[src/rtl/olwd_pkg.sv]
// Shared types and constants for the ordered list with delete.
// Holds the list depth, derived widths, operation and status codes
// and the per-cell command word. Depends on nothing.
package olwd_pkg;

    localparam int LIST_DEPTH = 16;
    localparam int IDX_W      = $clog2(LIST_DEPTH);
    localparam int CNT_W      = $clog2(LIST_DEPTH + 1);
    localparam int DATA_W     = 32;

    typedef enum logic [1:0] {
        KIND_APPEND   = 2'd0,
        KIND_REM_HEAD = 2'd1,
        KIND_REM_KEY  = 2'd2,
        KIND_REM_TAIL = 2'd3
    } t_kind;

    typedef enum logic [1:0] {
        ST_OK        = 2'd0,
        ST_EMPTY     = 2'd1,
        ST_NOT_FOUND = 2'd2,
        ST_FULL      = 2'd3
    } t_status;

    // Command word handed to every cell for one operation
    typedef struct packed {
        logic app_here;   // load the key into this cell
        logic rm_head;    // every cell takes its right neighbour's entry
        logic rm_key;     // cells at or after the first match take the neighbour's entry
    } t_cell_cmd;

endpackage

[src/rtl/ordered_list_with_delete.sv]
// Ordered list with delete: a row of cells kept in insertion order.
// One operation per cycle; the result word appears in the cycle after the
// operation is taken, for one cycle, marked by o_valid. busy stays low.
// The first-match search ripples one flag through the row of cells.
// Synchronous active-low reset empties the list; entries are not cleared.
// Depends on olwd_pkg and olwd_cell.
module ordered_list_with_delete
    import olwd_pkg::*;
(
    input  logic                     i_clk,
    input  logic                     i_rst_n,
    input  logic                     start,
    output logic                     busy,
    input  logic [1:0]               i_kind,
    input  logic signed [DATA_W-1:0] i_value,
    output logic                     o_valid,
    output logic [1:0]               o_status,
    output logic signed [DATA_W-1:0] o_removed_value,
    output logic [CNT_W-1:0]         o_entry_count
);

    logic [CNT_W-1:0]  r_fill;
    logic [CNT_W-1:0]  n_fill;
    logic              r_valid;
    t_status           r_status;
    t_status           n_status;
    logic [DATA_W-1:0] r_removed;
    logic [DATA_W-1:0] n_removed;

    logic              go;
    t_kind             kind;
    logic              empty;
    logic              full;
    logic              found;
    logic [IDX_W-1:0]  tail_idx;

    logic [DATA_W-1:0] cell_data [LIST_DEPTH];
    logic [LIST_DEPTH:0] hit;
    t_cell_cmd         cmd       [LIST_DEPTH];

    assign busy     = 1'b0;
    assign go       = start & ~busy;
    assign kind     = t_kind'(i_kind);
    assign empty    = (r_fill == '0);
    assign full     = (r_fill == CNT_W'(LIST_DEPTH));
    assign tail_idx = IDX_W'(r_fill - CNT_W'(1));
    assign hit[0]   = 1'b0;
    assign found    = hit[LIST_DEPTH];

    // Build the row of cells, each told what to do for this word
    for (genvar g = 0; g < LIST_DEPTH; g++) begin : g_cell
        logic [DATA_W-1:0] next_data;

        if (g == LIST_DEPTH - 1) begin : g_last
            assign next_data = '0;
        end else begin : g_mid
            assign next_data = cell_data[g+1];
        end

        always_comb begin
            cmd[g].app_here = go && (kind == KIND_APPEND) && (r_fill == CNT_W'(g));
            cmd[g].rm_head  = go && (kind == KIND_REM_HEAD) && !empty;
            cmd[g].rm_key   = go && (kind == KIND_REM_KEY);
        end

        olwd_cell u_cell (
            .i_clk     (i_clk),
            .i_cmd     (cmd[g]),
            .i_valid   (CNT_W'(g) < r_fill),
            .i_key     (i_value),
            .i_next    (next_data),
            .i_hit_in  (hit[g]),
            .o_hit_out (hit[g+1]),
            .o_data    (cell_data[g])
        );
    end

    // Work out status, removed word and new count
    always_comb begin
        n_fill    = r_fill;
        n_status  = ST_OK;
        n_removed = '0;
        case (kind)
            KIND_APPEND: begin
                if (full) begin
                    n_status = ST_FULL;
                end else begin
                    n_fill = r_fill + CNT_W'(1);
                end
            end
            KIND_REM_HEAD: begin
                if (empty) begin
                    n_status = ST_EMPTY;
                end else begin
                    n_removed = cell_data[0];
                    n_fill    = r_fill - CNT_W'(1);
                end
            end
            KIND_REM_TAIL: begin
                if (empty) begin
                    n_status = ST_EMPTY;
                end else begin
                    n_removed = cell_data[tail_idx];
                    n_fill    = r_fill - CNT_W'(1);
                end
            end
            default: begin
                if (empty) begin
                    n_status = ST_EMPTY;
                end else if (!found) begin
                    n_status = ST_NOT_FOUND;
                end else begin
                    n_removed = i_value;
                    n_fill    = r_fill - CNT_W'(1);
                end
            end
        endcase
    end

    // Hold the count and the result word
    always_ff @(posedge i_clk) begin
        if (!i_rst_n) begin
            r_fill  <= '0;
            r_valid <= 1'b0;
        end else begin
            r_valid <= go;
            if (go) begin
                r_fill <= n_fill;
            end
        end
    end

    always_ff @(posedge i_clk) begin
        if (go) begin
            r_status  <= n_status;
            r_removed <= n_removed;
        end
    end

    assign o_valid         = r_valid;
    assign o_status        = r_status;
    assign o_removed_value = r_removed;
    assign o_entry_count   = r_fill;

endmodule

[src/rtl/olwd_cell.sv]
// One slot of the list: holds an entry, compares it with the key and
// passes the first-match flag on to its right neighbour.
// Depends on olwd_pkg.
module olwd_cell
    import olwd_pkg::*;
(
    input  logic              i_clk,
    input  t_cell_cmd         i_cmd,
    input  logic              i_valid,
    input  logic [DATA_W-1:0] i_key,
    input  logic [DATA_W-1:0] i_next,
    input  logic              i_hit_in,
    output logic              o_hit_out,
    output logic [DATA_W-1:0] o_data
);

    logic [DATA_W-1:0] r_data;
    logic [DATA_W-1:0] n_data;

    // Flag a match here or in any earlier slot
    assign o_hit_out = i_hit_in | (i_valid & (r_data == i_key));

    // Load the key, advance the neighbour's entry, or hold
    always_comb begin
        if (i_cmd.app_here) begin
            n_data = i_key;
        end else if (i_cmd.rm_head || (i_cmd.rm_key && o_hit_out)) begin
            n_data = i_next;
        end else begin
            n_data = r_data;
        end
    end

    always_ff @(posedge i_clk) begin
        r_data <= n_data;
    end

    assign o_data = r_data;

endmodule
[config.mk]
export PLATFORM = sky130hd
export DESIGN_NAME = ordered_list_with_delete
export DESIGN_NICKNAME = d
export VERILOG_FILES = /design/src/rtl/olwd_pkg.sv /design/src/rtl/ordered_list_with_delete.sv /design/src/rtl/olwd_cell.sv
export SDC_FILE = /design/constraint.sdc
export NUM_CORES = 2
export LEC_CHECK = 0
export BUFFER_PORTS_ARGS = -buffer_cell sky130_fd_sc_hd__buf_2
export CAP_MARGIN = 15
export CORE_MARGIN = 2
export CORE_UTILIZATION = 35
export DETAILED_ROUTE_END_ITERATION = 16
export PLACE_DENSITY = 0.59
export SYNTH_ARGS = -nofsm -noshare
export SYNTH_HDL_FRONTEND = slang
export SYNTH_SLANG_ARGS = --single-unit
[constraint.sdc]
create_clock -name i_clk -period 7.03 [get_ports i_clk]
set_clock_uncertainty 0.2 [all_clocks]
set_input_delay 1.406 -clock i_clk [delete_from_list [all_inputs] [get_ports i_clk]]
set_output_delay 1.406 -clock i_clk [all_outputs]
set_load 0.01 [all_outputs]
==> reports/metrics.cfg <==
[status]
status=complete, no violations

[cells_and_area]
multi_input_area_um2=17800
areaGrowthSynthToFinish_pct=11.3
fillers=9406
drive_above_1_share_pct=32.4
nNetsFinal=2733
register_area_um2=16500

[sta]
max_freq_mhz=186
timing.setup.tns_ns=0
slew_headroom_pct=20.0
rsz0062_at_grt=no
fin_ws_ns=1.67
min_period_ns=5.36
tightest_slew_ns=1.17
slew_viol_final=0
hold_viol=0
setup_violations=0
fin_crit_sh_pct=76.3

[logic_synthesis]
synthArstFlopShare_pct=0
synth.distinct_cells=60
syn-num-nets=2746
synth_top_area_share_pct=46.5
seq_area_frac_synth_pct=46.9
ys_seq_elements=552
synthTopCellsByArea=edfxtp_1, mux2_2, mux4_2
synthTopCellsByCount=edfxtp_1, mux2_2, xor2_1
synth_flop_cell=edfxtp_1
synth.cell_area_um2=35300
yosysMostFrequentCell=edfxtp_1
synth_edf_count=546
syn_inst=2704
yosys_warnings=0
syn_avg_cell_area_um2=13.0
synth_largest_area_cell=edfxtp_1

[power_and_ir_drop]
p_int_mw=8.55
p_leak_nw=13.3
p_clk_share_pct=25.6
power.switching_mw=5.69
vdd_ir_drop_max_v=0.000386
power.density_nw_per_um2=363
power_frac_comb_pct=41.2
pwr-share-seq_pct=33.2
switching_share_pct=39.9

[drt]
via_count=25508
vias_per_cell=6.31
drcViolationCount=0
wl_per_cell_um=37.6
antenna_left=0
drtPass1Iterations=6
wl_mm=152
drtIter0Drc=3794

[setup_path]
end_kind=flop
crit_fanout=32
setup.worst_path.class=input port to flop
critPathRequiredTime_ns=7.10
start_kind=input port
cp.arrival_ns=5.43

[clocking]
ctsHoldBuffers=0
cts_buffers=67
cts_resized=0
max-clock-path-buffers=3
ctsHtreeMaxLevel=3
insertion_delay_ns=0.65
cts_root_buffer=clkbuf_16
path_clk_slew_ns=0.06
cts_tree=yes
cts_setup_buffers=0
cts_sinks=552

[grt]
grt.total_usage_pct=29.0
globalRouteOverflowTotal=0
grt_pass1_vias=24879
antenna_found_initial=18
grt_max_degree=52
grt_pass1_wl_mm=208

[min_path]
hp-class=flop to flop

[die]
rows=116
core_um2=100000
fp.dieW_um=321
die-height_um=321
io_pins=78
initial_core_util_pct=35.2
die-area_um2=103000

[flow_run]
maxCapViolations=0

[place]
dp_hpwl_mm=112
port_buffers=76
place_congestion=1.01
place_ws_ns=1.24

==> cell families (layout without fill, tap and decap cells) <==
kind of cell | count (synthesis) | after routing | synth area share, %
xor gates and xnor gates | 512 | 512 | 12.7
muxes | 631 | 631 | 25.2
AOI/OAI and AO/OA | 93 | 93 | 1.83
adders and majority gates | 5 | 5 | 0.177
DFF | 552 | 552 | 46.9
other | 1 | 3 | 0.0106
buffers and inverters | 257 | 295 | 3.12
and+or+nand+nor | 653 | 653 | 10.1
==> power groups by stage <==
stage / registers, mW / clock network [mW] / logic [mW]
final: 4.72 / 3.65 / 5.87
after global routing: 4.76 / 3.79 / 5.96
after CTS: 4.71 / 3.67 / 5.77
after detailed placement: 4.77 / 0 / 5.74
after global placement: 4.76 / 0 / 5.74
after floorplan: 4.55 / 0 / 3.35
==> path summary, 6_finish.rpt <==
path,startpoint,end,slack [ns],cells past startpoint
min reg2reg,g_cell[15].u_cell.o_data[27],g_cell[14].u_cell.o_data[27],0.42,2
max reg2reg,o_entry_count[0],g_cell[14].u_cell.o_data[12],2.21,8
min,g_cell[15].u_cell.o_data[27],g_cell[14].u_cell.o_data[27],0.42,2
max,i_value[13],g_cell[14].u_cell.o_data[12],1.67,10
==> through the flow <==
stage / hold slack, ns / power [mW] / instance area [um^2] / utilization (%) / instances
final: 0.423 / 14.2 / 39200 / 39.2 / 4042
after CTS: 0.417 / 14.2 / 39200 / 39.2 / 4040
after global routing: 0.443 / 14.5 / 39200 / 39.2 / 4041
after floorplan: 0.349 / 7.90 / 35300 / - / 2704
after detailed placement: 0.413 / 10.5 / 37000 / 37.0 / 3920
after global placement: 0.396 / 10.5 / 37000 / 37.0 / 3920
==> sequential cells by signal, indices dropped and copies added (netlist names) <==
name,flops
o_valid,1
o_removed_value,32
g_cell.u_cell.o_data,512
o_entry_count,5
o_status,2
==> critical path: stages <==
cell       delay (ns)
buf_2            0.64
xor2_1           0.26
nor4_1           0.48
nand3_1          0.18
a2111oi_0        1.00
a311oi_1         0.20
nand3_2          0.28
and4b_1          0.24
o211ai_1         0.16
buf_4            0.54
==> layout by cell type, fill, tap and decap left out, types with 12 or more instances in the layout <==
master,n
a21o_1,32
and2_1,39
buf_2,76
buf_4,90
clkbuf_1,16
clkbuf_16,67
edfxtp_1,546
mux2_2,438
mux2i_1,33
mux4_2,160
nand2_1,143
nand3_1,34
nand3_2,12
nand4_1,71
nor2_1,82
nor3_1,27
nor4_1,157
o21ai_0,24
xnor2_1,133
xor2_1,377
==> final cells by class <==
class,instances,share of cell area [%]
Timing Repair Buffer,167,2.74
Antenna cell,2,0.0128
Multi-Input combinational cell,1895,45.3
Tap cell,1298,4.14
Clock buffer,83,4.43
Sequential cell,552,42.1
Inverter,8,0.0765
Clock inverter,37,1.23
==> per-layer routing <==
layer  GRT usage (%)  wire length, um  share of wire [%]
met1            38.3            59900                 39
met2            44.8            67900                 45
met3            6.52            15700                 10
met4            14.4             8520                5.6
met5               0              125              0.082
Power figures use the tool's default switching activity.
